<file path="config.mk">
export PLATFORM = sky130hd
export DESIGN_NAME = spi_nor_flash_command_sequencer
export DESIGN_NICKNAME = d
export VERILOG_FILES = /design/src/rtl/snfcs_pkg.sv /design/src/rtl/snfcs_decode.sv /design/src/rtl/spi_nor_flash_command_sequencer.sv
export SDC_FILE = /design/constraint.sdc
export NUM_CORES = 1
export LEC_CHECK = 0
export BUFFER_PORTS_ARGS = -buffer_cell sky130_fd_sc_hd__buf_2
export CORE_MARGIN = 8
export CORE_UTILIZATION = 35
export DETAILED_ROUTE_END_ITERATION = 8
export GPL_TIMING_DRIVEN = 0
export PLACE_DENSITY = 0.66
export REMOVE_ABC_BUFFERS = 1
export SLEW_MARGIN = 20
export SYNTH_ARGS = -nofsm -noshare
export SYNTH_HDL_FRONTEND = slang
export SYNTH_SLANG_ARGS = --single-unit
export TNS_END_PERCENT = 50
</file>
<file path="constraint.sdc">
create_clock -name clk -period 3.4 [get_ports clk]
set_input_delay 0.34 -clock clk [delete_from_list [all_inputs] [get_ports clk]]
set_output_delay 0.34 -clock clk [all_outputs]
set_load 0.02 [all_outputs]
</file>
<file path="src/rtl/snfcs_pkg.sv">
package snfcs_pkg;

  // Page size in bytes and the counter that tracks bytes sent in one page.
  localparam int PAGE_BYTES = 256;
  localparam int PCOUNT_W   = $clog2(PAGE_BYTES + 1);

  // Most results that one item can cause.
  localparam int MAX_RES = 7;
  localparam int CNT_W   = $clog2(MAX_RES + 1);

  localparam int POLL_W        = 20;
  localparam int ADDR_W        = 24;
  localparam logic [POLL_W-1:0] POLL_LIMIT_RST = 20'd500000;

  // Request modes.
  localparam logic [2:0] MODE_READ_ID      = 3'd0;
  localparam logic [2:0] MODE_SECTOR_ERASE = 3'd1;
  localparam logic [2:0] MODE_PROG_BEGIN   = 3'd2;
  localparam logic [2:0] MODE_PROG_BYTE    = 3'd3;
  localparam logic [2:0] MODE_READ_BEGIN   = 3'd4;
  localparam logic [2:0] MODE_READ_NEXT    = 3'd5;
  localparam logic [2:0] MODE_STATUS_REPLY = 3'd6;

  // Sequencer phases.
  localparam logic [1:0] PH_IDLE    = 2'd0;
  localparam logic [1:0] PH_PROGRAM = 2'd1;
  localparam logic [1:0] PH_READ    = 2'd2;
  localparam logic [1:0] PH_POLL    = 2'd3;

  // Result actions.
  localparam logic [1:0] ACT_SEND    = 2'd0;
  localparam logic [1:0] ACT_RELEASE = 2'd1;
  localparam logic [1:0] ACT_SKIPPED = 2'd2;
  localparam logic [1:0] ACT_TIMEOUT = 2'd3;

  // Flash opcodes.
  localparam logic [7:0] OP_WREN   = 8'h06;
  localparam logic [7:0] OP_ERASE  = 8'h20;
  localparam logic [7:0] OP_PROG   = 8'h02;
  localparam logic [7:0] OP_READ   = 8'h03;
  localparam logic [7:0] OP_RDID   = 8'h9F;
  localparam logic [7:0] OP_RDSR   = 8'h05;
  localparam logic [7:0] OP_DUMMY  = 8'hFF;

  typedef struct packed {
    logic [7:0] spi_byte;
    logic [1:0] action;
    logic       select_before;
    logic       release_after;
    logic       awaiting_status;
  } res_t;

  typedef struct packed {
    logic                failed;
    logic [1:0]          phase;
    logic [PCOUNT_W-1:0] program_count;
    logic [POLL_W-1:0]   poll_remaining;
  } seq_state_t;

  function automatic res_t mk_res(logic [7:0] b, logic [1:0] act, logic sel, logic rel,
                                  logic await);
    res_t r;
    r.spi_byte        = b;
    r.action          = act;
    r.select_before   = sel;
    r.release_after   = rel;
    r.awaiting_status = await;
    return r;
  endfunction

endpackage

</file>
<file path="src/rtl/snfcs_decode.sv">
module snfcs_decode (
  input  logic [2:0]                    mode,
  input  logic [snfcs_pkg::ADDR_W-1:0]  address,
  input  logic [7:0]                    data_byte,
  input  logic                          last,
  input  logic [snfcs_pkg::POLL_W-1:0]  poll_limit,
  input  snfcs_pkg::seq_state_t         cur,
  output snfcs_pkg::seq_state_t         nxt,
  output snfcs_pkg::res_t               res [snfcs_pkg::MAX_RES],
  output logic [snfcs_pkg::CNT_W-1:0]   res_count
);
  import snfcs_pkg::*;

  res_t       blank;
  logic [7:0] a2;
  logic [7:0] a1;
  logic [7:0] a0;

  assign blank = mk_res(8'h00, ACT_SEND, 1'b0, 1'b0, 1'b0);
  assign a2    = address[23:16];
  assign a1    = address[15:8];
  assign a0    = address[7:0];

  always_comb begin
    nxt       = cur;
    res_count = '0;
    for (int i = 0; i < MAX_RES; i++) begin
      res[i] = blank;
    end

    if (cur.failed) begin
      res[0]    = mk_res(8'h00, ACT_SKIPPED, 1'b0, 1'b0, 1'b0);
      res_count = CNT_W'(1);
    end else begin
      case (mode)
        MODE_READ_ID: begin
          if (cur.phase == PH_IDLE) begin
            res[0]    = mk_res(OP_RDID, ACT_SEND, 1'b1, 1'b0, 1'b0);
            res[1]    = mk_res(OP_DUMMY, ACT_SEND, 1'b0, 1'b0, 1'b0);
            res[2]    = mk_res(OP_DUMMY, ACT_SEND, 1'b0, 1'b1, 1'b0);
            res_count = CNT_W'(3);
          end
        end
        MODE_SECTOR_ERASE: begin
          if (cur.phase == PH_IDLE) begin
            res[0]             = mk_res(OP_WREN, ACT_SEND, 1'b1, 1'b1, 1'b0);
            res[1]             = mk_res(OP_ERASE, ACT_SEND, 1'b1, 1'b0, 1'b0);
            res[2]             = mk_res(a2, ACT_SEND, 1'b0, 1'b0, 1'b0);
            res[3]             = mk_res(a1, ACT_SEND, 1'b0, 1'b0, 1'b0);
            res[4]             = mk_res(a0, ACT_SEND, 1'b0, 1'b1, 1'b0);
            res[5]             = mk_res(OP_RDSR, ACT_SEND, 1'b1, 1'b0, 1'b0);
            res[6]             = mk_res(OP_DUMMY, ACT_SEND, 1'b0, 1'b0, 1'b1);
            res_count          = CNT_W'(7);
            nxt.poll_remaining = poll_limit;
            nxt.phase          = PH_POLL;
          end
        end
        MODE_PROG_BEGIN: begin
          if (cur.phase == PH_IDLE) begin
            res[0]            = mk_res(OP_WREN, ACT_SEND, 1'b1, 1'b1, 1'b0);
            res[1]            = mk_res(OP_PROG, ACT_SEND, 1'b1, 1'b0, 1'b0);
            res[2]            = mk_res(a2, ACT_SEND, 1'b0, 1'b0, 1'b0);
            res[3]            = mk_res(a1, ACT_SEND, 1'b0, 1'b0, 1'b0);
            res[4]            = mk_res(a0, ACT_SEND, 1'b0, last, 1'b0);
            nxt.program_count = '0;
            if (last) begin
              res[5]             = mk_res(OP_RDSR, ACT_SEND, 1'b1, 1'b0, 1'b0);
              res[6]             = mk_res(OP_DUMMY, ACT_SEND, 1'b0, 1'b0, 1'b1);
              res_count          = CNT_W'(7);
              nxt.poll_remaining = poll_limit;
              nxt.phase          = PH_POLL;
            end else begin
              res_count = CNT_W'(5);
              nxt.phase = PH_PROGRAM;
            end
          end
        end
        MODE_PROG_BYTE: begin
          if (cur.phase == PH_PROGRAM) begin
            // Bytes beyond the page are dropped; a dropped last byte still
            // closes the frame with a release-only result.
            if (cur.program_count < PCOUNT_W'(PAGE_BYTES)) begin
              res[0]            = mk_res(data_byte, ACT_SEND, 1'b0, last, 1'b0);
              nxt.program_count = cur.program_count + PCOUNT_W'(1);
              res_count         = CNT_W'(1);
            end else if (last) begin
              res[0]    = mk_res(8'h00, ACT_RELEASE, 1'b0, 1'b1, 1'b0);
              res_count = CNT_W'(1);
            end
            if (last) begin
              res[1]             = mk_res(OP_RDSR, ACT_SEND, 1'b1, 1'b0, 1'b0);
              res[2]             = mk_res(OP_DUMMY, ACT_SEND, 1'b0, 1'b0, 1'b1);
              res_count          = CNT_W'(3);
              nxt.poll_remaining = poll_limit;
              nxt.phase          = PH_POLL;
            end
          end
        end
        MODE_READ_BEGIN: begin
          if (cur.phase == PH_IDLE) begin
            res[0]    = mk_res(OP_READ, ACT_SEND, 1'b1, 1'b0, 1'b0);
            res[1]    = mk_res(a2, ACT_SEND, 1'b0, 1'b0, 1'b0);
            res[2]    = mk_res(a1, ACT_SEND, 1'b0, 1'b0, 1'b0);
            res[3]    = mk_res(a0, ACT_SEND, 1'b0, last, 1'b0);
            res_count = CNT_W'(4);
            nxt.phase = last ? PH_IDLE : PH_READ;
          end
        end
        MODE_READ_NEXT: begin
          if (cur.phase == PH_READ) begin
            res[0]    = mk_res(OP_DUMMY, ACT_SEND, 1'b0, last, 1'b0);
            res_count = CNT_W'(1);
            if (last) begin
              nxt.phase = PH_IDLE;
            end
          end
        end
        MODE_STATUS_REPLY: begin
          if (cur.phase == PH_POLL) begin
            res_count = CNT_W'(1);
            if (!data_byte[0]) begin
              res[0]    = mk_res(8'h00, ACT_RELEASE, 1'b0, 1'b1, 1'b0);
              nxt.phase = PH_IDLE;
            end else if (cur.poll_remaining <= POLL_W'(1)) begin
              res[0]             = mk_res(8'h00, ACT_TIMEOUT, 1'b0, 1'b1, 1'b0);
              nxt.poll_remaining = '0;
              nxt.failed         = 1'b1;
              nxt.phase          = PH_IDLE;
            end else begin
              res[0]             = mk_res(OP_DUMMY, ACT_SEND, 1'b0, 1'b0, 1'b1);
              nxt.poll_remaining = cur.poll_remaining - POLL_W'(1);
            end
          end
        end
        default: begin
        end
      endcase
    end
  end

endmodule

</file>
<file path="src/rtl/spi_nor_flash_command_sequencer.sv">
// Channel   Direction  Handshake          Contents
// s_*       in         s_tvalid/s_tready  request item: mode, address, data byte, last
// m_*       out        m_tvalid/m_tready  result item: SPI byte, action, framing flags
// APB       in         psel/penable       poll_limit register at byte address 0
//
// An accepted item is decoded in the cycle it arrives and its results (up to
// seven) are loaded into a result queue, which sends one result per cycle while
// m_tready is high; the result queue and its single output port set the rate.
// A new item is taken when the queue is empty or its final result leaves.
// Reset is synchronous and restores the idle, non-failed state.
module spi_nor_flash_command_sequencer (
  input  logic        clk,
  input  logic        rst,
  input  logic        s_tvalid,
  output logic        s_tready,
  input  logic [31:0] s_tdata,   // [23:0] address, [31:24] data_byte
  input  logic [2:0]  s_tuser,   // [2:0] mode
  input  logic        s_tlast,
  output logic        m_tvalid,
  input  logic        m_tready,
  output logic [15:0] m_tdata,   // [7:0] spi_byte, [8] select_before,
                                 // [9] release_after, [10] awaiting_status, rest zero
  output logic [1:0]  m_tuser,   // [1:0] action
  output logic        m_tlast,
  input  logic        psel,
  input  logic        penable,
  input  logic        pwrite,
  input  logic [2:0]  paddr,
  input  logic [31:0] pwdata,
  output logic [31:0] prdata,
  output logic        pready
);
  import snfcs_pkg::*;

  logic [POLL_W-1:0] poll_limit;
  seq_state_t        state;
  seq_state_t        state_next;
  res_t              dec_res [MAX_RES];
  logic [CNT_W-1:0]  dec_count;
  res_t              queue [MAX_RES];
  logic [CNT_W-1:0]  count;
  logic              in_fire;
  logic              out_fire;
  logic              cfg_write;

  assign pready    = 1'b1;
  assign cfg_write = psel && penable && pwrite && (paddr == 3'd0);
  assign prdata    = (paddr == 3'd0) ? {{(32 - POLL_W){1'b0}}, poll_limit} : 32'd0;

  always_ff @(posedge clk) begin
    if (rst) begin
      poll_limit <= POLL_LIMIT_RST;
    end else if (cfg_write) begin
      poll_limit <= pwdata[POLL_W-1:0];
    end
  end

  snfcs_decode u_decode (
    .mode      (s_tuser),
    .address   (s_tdata[23:0]),
    .data_byte (s_tdata[31:24]),
    .last      (s_tlast),
    .poll_limit(poll_limit),
    .cur       (state),
    .nxt       (state_next),
    .res       (dec_res),
    .res_count (dec_count)
  );

  assign m_tvalid = (count != '0);
  assign out_fire = m_tvalid && m_tready;
  assign s_tready = (count == '0) || ((count == CNT_W'(1)) && m_tready);
  assign in_fire  = s_tvalid && s_tready;

  assign m_tdata = {5'd0, queue[0].awaiting_status, queue[0].release_after,
                    queue[0].select_before, queue[0].spi_byte};
  assign m_tuser = queue[0].action;
  assign m_tlast = (count == CNT_W'(1));

  always_ff @(posedge clk) begin
    if (rst) begin
      state.failed         <= 1'b0;
      state.phase          <= PH_IDLE;
      state.program_count  <= '0;
      state.poll_remaining <= '0;
    end else if (in_fire) begin
      state <= state_next;
    end
  end

  always_ff @(posedge clk) begin
    if (rst) begin
      count <= '0;
    end else if (in_fire) begin
      count <= dec_count;
    end else if (out_fire) begin
      count <= count - CNT_W'(1);
    end
  end

  // Queue payload: a new item loads all slots, otherwise each sent result
  // moves the rest down one place.
  always_ff @(posedge clk) begin
    if (in_fire) begin
      for (int i = 0; i < MAX_RES; i++) begin
        queue[i] <= dec_res[i];
      end
    end else if (out_fire) begin
      for (int i = 0; i < MAX_RES - 1; i++) begin
        queue[i] <= queue[i + 1];
      end
    end
  end

endmodule
</file>
# After elaboration in Yosys (flattened, before gate mapping)
# Memory sizes are Yosys's and may differ from the RTL's.
# Cells that the tools add are included.
dict set report totals {
  rom_bits 0
  output_inout_bits 54
  mem_count 1
  inputBits 78
  register_bits 55
  latchBits 0
  ram_bits 91
}
dict set report classes {
  shifts 0
  mul 0
  add_sub_neg 3
  reduce_logical 19
  muxes 68
  bitwise_logic 7
  order_cmp 2
  div_mod_pow 0
  n_eq_ne 21
}
# name words word_bits read_ports rd_ports_with_merged_regs write_ports line_no
set mem_list {}
lappend mem_list {queue 7 13 7 0 7 spi_nor_flash_command_sequencer.sv:40} ;# res_t queue [MAX_RES];
# op count
set ops {}
lappend ops {{86-bit 2-to-1 mux} 2}
lappend ops {{13-bit 2-to-1 mux} 12}
lappend ops {{26-bit one-hot mux with 5 select lines} 1}
lappend ops {{20-bit 2-to-1 mux} 6}
lappend ops {{13-bit one-hot mux with 7 select lines} 1}
lappend ops {{20-bit one-hot mux with 4 select lines} 1}
lappend ops {{39-bit 2-to-1 mux} 2}
lappend ops {{78-bit 2-to-1 mux} 1}
lappend ops {{39-bit one-hot mux with 2 select lines} 1}
lappend ops {{31-bit 2-to-1 mux} 2}
lappend ops {{46-bit 2-to-1 mux} 1}
lappend ops {{13-bit one-hot mux with 3 select lines} 1}
lappend ops {{32-bit 2-to-1 mux} 1}
lappend ops {{3-bit 2-to-1 mux} 10}
lappend ops {{21-bit 2-to-1 mux} 1}
lappend ops {{3-bit one-hot mux with 7 select lines} 1}
lappend ops {{20-bit by 1-bit <= comparator with 1-bit output (second input constant)} 1}
lappend ops {{2-bit 2-to-1 mux} 10}
lappend ops {{20-bit by 1-bit subtractor with 20-bit output (second input constant)} 1}
lappend ops {{9-bit one-hot mux with 2 select lines} 1}
lappend ops {{2-bit by 1-bit != test with 1-bit output (second input constant)} 7}
lappend ops {{2-bit one-hot mux with 6 select lines} 1}
lappend ops {{12-bit AND reduction} 1}
lappend ops {{1-bit 2-to-1 mux} 10}
lappend ops {{24 further kinds} 44}

# Logic depth before layout (Yosys ltp)
# Gate-level depths: netlist (run 1).
dict set report depth {
  ltp_word 7
  depth_mapped 9
}

# Cells and area by module
# Synthesis (run 1) repeated with hierarchy kept, for this count alone.
dict set report hier_totals {
  hier_cells 890
  hier_area_um2 8451.9
}
# mod area_per_inst_um2 instances cells_per_inst
set by_module_without_submodules {}
lappend by_module_without_submodules {spi_nor_flash_command_sequencer 6009.5 1 480}
lappend by_module_without_submodules {snfcs_decode 2442.3 1 410}

# Least setup slack after synthesis (run 1)
# Ideal clock, no wire load.
dict set report synth_path {
  path_kind {register to register}
  start {reg state[11] (netlist name)}
  end {mem queue[0][12] (netlist name), data pin}
  path_stages_with_launch 8
  period_less_slack_ps 2393
  path_slack_ps 1007
  arrival_time_ps 2132
  setup_time_ps 261
  path_buffers 2
  cell_sequence {dfxtp_1 > or4_1 > buf_2 > or4_4 > buf_6 > o21ai_4 > a31oi_1 > a221o_1}
}
# element line_no
set synth_rtl {}
lappend synth_rtl {{start, declared} spi_nor_flash_command_sequencer.sv:36} ;# seq_state_t state;
lappend synth_rtl {{start signal, assigned} spi_nor_flash_command_sequencer.sv:87} ;# state <= state_next;
lappend synth_rtl {{end, declared} spi_nor_flash_command_sequencer.sv:40}

# Worst setup path after layout (run 1)
dict set report layout_path {
  start {reg state[29] (netlist name)}
  end {reg state[6] (netlist name)}
}
dict set report layout_via {
  elab_chain_cells 3
  word_cells_on_any_way 8
  cone_classes {eq/ne (6); reduce/logical (2)}
}
# element line_no
set layout_rtl {}
lappend layout_rtl {{2-bit == test (tied with other cells)} snfcs_decode.sv:119} ;# if (cur.phase == PH_POLL) begin
lappend layout_rtl {{2-bit by 1-bit != test with 1-bit output (no source line)} -}
lappend layout_rtl {{8-bit AND reduction (no source line) *} -}
# Mark *: on every way between the ends. The rest lies on a longest branch, timed or not.
# A chain may end at the register's enable or synchronous reset.

==> impl_metrics.json, run 1 <==
{
  "status": "finished clean",
  "clock_skew_ns": 0.00928,
  "setup_ws_ns": 0.545,
  "yosysWarnings": 0,
  "cp_slowest_cell": "a21boi_2",
  "overflow": 0,
  "die_y_um": 154,
  "nNetsFinal": 910,
  "cts_buffers": 17,
  "num_antenna_cells": 0,
  "detail-route-antenna-nets": 0,
  "setup_tns_ns": 0,
  "num_rows": 50,
  "ff_latch_area_um2": 2900,
  "fmax_mhz": 350,
  "initial_core_util_pct": 35.6,
  "hold_buffers": 0,
  "vias": 5904,
  "synth.distinct_cells": 71,
  "cap_violations": 0,
  "syn-cell-area_um2": 6660,
  "drive_gt1_share_pct": 19.8,
  "cts_tree": "built",
  "tightest_slew_ns": 0.963,
  "syn_area_per_cell_um2": 8.82,
  "ys_seq_elements": 115,
  "core_um2": 18700,
  "root_buffer": "clkbuf_16",
  "wire_per_inst_um": 16.8,
  "cts.clk_slew.worst_paths_ns": 0.06,
  "n_fill_cell": 1845,
  "die_x_um": 154,
  "synthCells": 755,
  "setup_violations": 0,
  "slew_viol_final": 0,
  "post-route-min-period_ns": 2.85,
  "ir_drop_v": 0.000360,
  "critPathBufInv": 1,
  "hp-class": "primary input to register",
  "gp_congestion": 0.856,
  "final-hold-violation-count": 0,
  "clock-sinks": 115,
  "routed_wl_um": 18000,
  "io_pins": 132,
  "grt_pass1_vias": 5712,
  "rsz0062_at_grt": "false",
  "portBuffers": 101,
  "cts_setup_buffers": 0,
  "grt_max_degree": 59,
  "hpwl_um": 12700,
  "cts_max_path_buffers": 2,
  "vias_per_cell": 5.50,
  "antenna_found_initial": 0,
  "cp_common_cell": "o211ai_1",
  "p_leak_nw": 3.19,
  "grt_pass1_wl_um": 29900,
  "track_usage_pct": 15.3,
  "startpoint_type": "register",
  "clock_latency_ns": 0.41,
  "maxSlewHeadroom_pct": 35.8,
  "async_flop_share_pct": 0,
  "cts_resized": 0,
  "critPathKind": "register to register",
  "fin_crit_sh_pct": 84.0,
  "synthFlopType": "edfxtp_1",
  "cellPowerDensity_nw_per_um2": 674,
  "critical-path-max-stage-delay_ns": 0.67,
  "path_cells": "nor3_1 > a21boi_2 > o211ai_1 > buf_4 > or4_1 > o211ai_1",
  "syn_to_final_growth_pct": 18.1,
  "route.detailed.drc": 0,
  "multi_input_area_um2": 3430,
  "dp_slack_ns": 0.267,
  "drtPass1Iterations": 5,
  "initialDrtViolationCount": 603,
  "yosysSeqAreaShare_pct": 43.6,
  "cp-end-kind": "register",
  "cp.arrival_ns": 3.19,
  "cp_max_fo": 16,
  "crit_family": "compound AO/OA/AOI/OAI gates",
  "required_ns": 3.73,
  "synth_edf_count": 60,
  "cts.htree.levels": 4,
  "die_area_um2": 23700
}
[power by group]
group / switching (mW) / internal, mW
Combinational: 0.958 / 0.531
Sequential: 0.131 / 1.94
Clock: 0.714 / 1.02
Total: 1.80 / 3.50
[synth_stat cells, drive strengths merged, types with 3 or more instances]
master	n	area (um2)
a21boi	4	30.0
mux2i	11	110
a211oi	5	37.5
a221o	8	80.1
inv	18	67.6
edfxtp	60	1800
buf	25	171
o211a	4	40.0
clkbuf	46	173
xnor2	11	96.3
or3b	3	26.3
and2	32	200
ha	6	75.1
nor4	11	93.8
nor2	49	184
or3	6	37.5
a31oi	8	50.1
o31ai	9	72.6
a22o	19	166
nand3	31	155
or4	9	71.3
o21ai	48	255
or2	5	31.3
a21o	8	60.1
and3	5	31.3
dfxtp	55	1100
o32ai	6	52.6
o211ai	5	37.5
nand4	6	37.5
a22oi	21	158
nand2	99	372
nor3b	3	22.5
nor3	13	65.1
a21oi	54	274
nor2b	6	37.5
nand2b	8	50.1
o221ai	4	35.0
[cell families (layout without fill, tap and decap cells)]
family / Yosys count / in the layout / synth area share, %
buffers and inverters: 89 / 157 / 6.18
AOI/OAI and AO/OA: 224 / 224 / 23.2
and+or+nand+nor: 295 / 295 / 22.4
muxes: 12 / 12 / 1.82
xor gates and xnor gates: 11 / 11 / 1.45
adders and majority gates: 7 / 7 / 1.28
DFF: 115 / 115 / 43.6
other: 2 / 18 / 0.113
[stage by stage]
step / cell area (um2) / hold slack (ns) / total power [mW] / cells / utilization, %
detailed placement: 7290 / 0.459 / 3.59 / 1041 / 39.0
floorplan: 6380 / 0.409 / 3.06 / 700 / -
CTS: 7860 / 0.115 / 5.34 / 1073 / 42.0
global placement: 7170 / 0.451 / 3.50 / 1035 / 38.4
global route: 7870 / 0.131 / 5.59 / 1073 / 42.1
finish: 7870 / 0.135 / 5.30 / 1073 / 42.1
[sequential cells by signal, indices dropped and copies added (netlist names)]
register,cells
poll_limit,20
count,3
state,32
queue,60
[worst min-delay path, stage by stage]
cell	delay [ns]
buf_2	0.07
nand2_1	0.04
nand3_1	0.06
[cell usage in the layout (no fill, tap or decap), types with 6 or more instances in the layout]
master,count
a21o_1,8
a21oi_1,53
a221o_1,8
a22o_1,19
a22oi_1,21
a31oi_1,8
and2_1,32
buf_2,101
clkbuf_16,17
conb_1,18
dfxtp_1,55
edfxtp_1,60
ha_1,6
inv_1,18
inv_6,6
mux2i_1,11
nand2_1,99
nand2b_1,8
nand3_1,31
nand4_1,6
nor2_1,49
nor2b_1,6
nor3_1,12
nor4_1,7
o21ai_0,42
o31ai_1,8
o32ai_1,6
or3_1,6
or4_1,8
xnor2_1,11
[cell type report]
class	count	area share, %
Multi-Input combinational cell	567	43.6
Sequential cell	115	36.9
Timing Repair Buffer	107	7.60
Clock buffer	17	5.41
Tap cell	234	3.72
Clock inverter	15	1.86
Inverter	18	0.859
[per-layer routing]
layer | global-route usage [%] | vias to the layer above | share of wire [%]
met4 | 4.85 | 0 | 1.0
met3 | 3.67 | 14 | 5.6
li1 | - | 2897 | -
met2 | 25.0 | 195 | 49
met1 | 19.4 | 2798 | 44
met5 | 0 | - | 0
[final timing paths]
path | start | end | slack [ns] | cells past startpoint
setup / recovery | state[29] | state[6] | 0.55 | 6
hold / removal | pwdata[15] | poll_limit[15] | 0.14 | 3
setup reg to reg | state[29] | state[6] | 0.55 | 6
hold reg to reg | poll_limit[12] | poll_limit[12] | 0.47 | 2
Power figures use the tool's default switching activity.
==> run 2, diff against run 1 <==
PLACE_DENSITY = 0.68   (was 0.66)
clock period = 2.6 ns   (was 3.4 ns; I/O delays follow)
==> impl_metrics.json, run 2 (same netlist as run 1, synthesis figures left out) <==
{
  "num_rows": 50,
  "path_cells": "or3_1 > or4_4 > o21ai_4 > a31oi_2 > a221o_1",
  "ff_latch_area_um2": 2900,
  "vias_per_cell": 5.49,
  "tightest_slew_ns": 0.904,
  "final-hold-violation-count": 0,
  "slew_viol_final": 0,
  "wire_per_inst_um": 16.7,
  "regMostFlops": "queue",
  "status": "finished clean",
  "die_y_um": 154,
  "drtPass1Iterations": 5,
  "cts.clk_slew.worst_paths_ns": 0.06,
  "overflow": 0,
  "crit_family": "simple AND/OR/NAND/NOR gates",
  "core_um2": 18700,
  "clock_skew_ns": 0.00862,
  "multi_input_area_um2": 3490,
  "initialDrtViolationCount": 535,
  "antenna_found_initial": 0,
  "startpoint_type": "register",
  "cp.arrival_ns": 2.70,
  "required_ns": 2.77,
  "grt_pass1_vias": 5695,
  "grt_pass1_wl_um": 29200,
  "critical-path-max-stage-delay_ns": 0.62,
  "final_common_cell": "buf_2",
  "vias": 5900,
  "drive_gt1_share_pct": 20.8,
  "fin_cells": 1074,
  "rsz0062_at_grt": "false",
  "gp_congestion": 0.820,
  "maxSlewHeadroom_pct": 39.8,
  "cts_max_path_buffers": 2,
  "critPathBufInv": 0,
  "num_antenna_cells": 0,
  "routed_wl_um": 17900,
  "initial_core_util_pct": 35.6,
  "place_inst": 1041,
  "post-route-min-period_ns": 2.53,
  "setup_tns_ns": 0,
  "hpwl_um": 12700,
  "p_leak_nw": 3.22,
  "setup_violations": 0,
  "hp-class": "primary input to register",
  "clock-sinks": 115,
  "final_area_um2": 7930,
  "cts_buffers": 17,
  "fin_crit_sh_pct": 97.3,
  "fin_hold_ws_ns": 0.0475,
  "largest_reg_flops": 60,
  "critPathKind": "register to register",
  "cts.htree.levels": 4,
  "io_pins": 132,
  "root_buffer": "clkbuf_16",
  "die_x_um": 154,
  "portBuffers": 101,
  "dp_slack_ns": -0.465,
  "cp_slowest_cell": "or4_4",
  "cp-end-kind": "register",
  "nNetsFinal": 911,
  "largestRegisters": "queue: 60 flops, state: 32 flops, poll_limit: 20 flops",
  "cap_violations": 0,
  "detail-route-antenna-nets": 0,
  "finalPower_mw": 6.94,
  "cts_tree": "built",
  "track_usage_pct": 15.0,
  "placed_cell_area_um2": 7280,
  "syn_to_final_growth_pct": 19.0,
  "cellPowerDensity_nw_per_um2": 875,
  "grt_max_degree": 52,
  "final_cell_mix": "buf_2, nand2_1, edfxtp_1, dfxtp_1, a21oi_1",
  "utilization_pct": 42.4,
  "setup_ws_ns": 0.0696,
  "route.detailed.drc": 0,
  "cp_max_fo": 8,
  "fmax_mhz": 395,
  "die_area_um2": 23700,
  "n_fill_cell": 1860,
  "clock_latency_ns": 0.42,
  "ir_drop_v": 0.000475
}
run 2: repair_timing:
action / 4_1_cts / 5_1_grt
gates resized for setup: 6 / 5
pin swaps: 0 / 1
hold endpoints to repair: 0 / 0
setup endpoints to repair: 16 / 13
hold buffers: 0 / 0
setup buffers: 0 / 1
run 2: where the power goes:
| part | leakage (nW) | internal, mW | switching (mW) |
|---|---|---|---|
| sequential | 1.06 | 2.54 | 0.175 |
| clock | 0.271 | 1.34 | 0.924 |
| combinational | 1.88 | 0.701 | 1.26 |
| total | 3.22 | 4.58 | 2.36 |
run 2: cell type report:
class / count / area share, %
inverter: 18 / 0.852
timing repair buffer: 108 / 7.54
multi-input combinational: 567 / 44.0
clock inverter: 15 / 1.88
sequential: 115 / 36.6
tap: 234 / 3.69
clock buffer: 17 / 5.37
run 2: path summary, 6_finish.rpt:
path / startpoint / end / slack (ns) / cells past startpoint
max: state[6] / queue[0][7] / 0.07 / 5
min: pwdata[5] / poll_limit[5] / 0.05 / 3
max reg2reg: state[6] / queue[0][7] / 0.07 / 5
min reg2reg: poll_limit[12] / poll_limit[12] / 0.47 / 2
run 2: metal layers:
metal | vias up | track usage, % | share of wire (%)
met1 | 2756 | 19.2 | 45
li1 | 2906 | - | -
met3 | 18 | 3.00 | 5.2
met2 | 220 | 24.6 | 49
met4 | 0 | 5.69 | 1.4
met5 | - | 0 | 0
run 2: worst reg2reg max path, delay by kind of cell (launching register included):
family	cells	cell delay [ns]
AO/OA/AOI/OAI	3	0.77
flip-flops	1	0.38
AND/OR/NAND/NOR	2	1.13
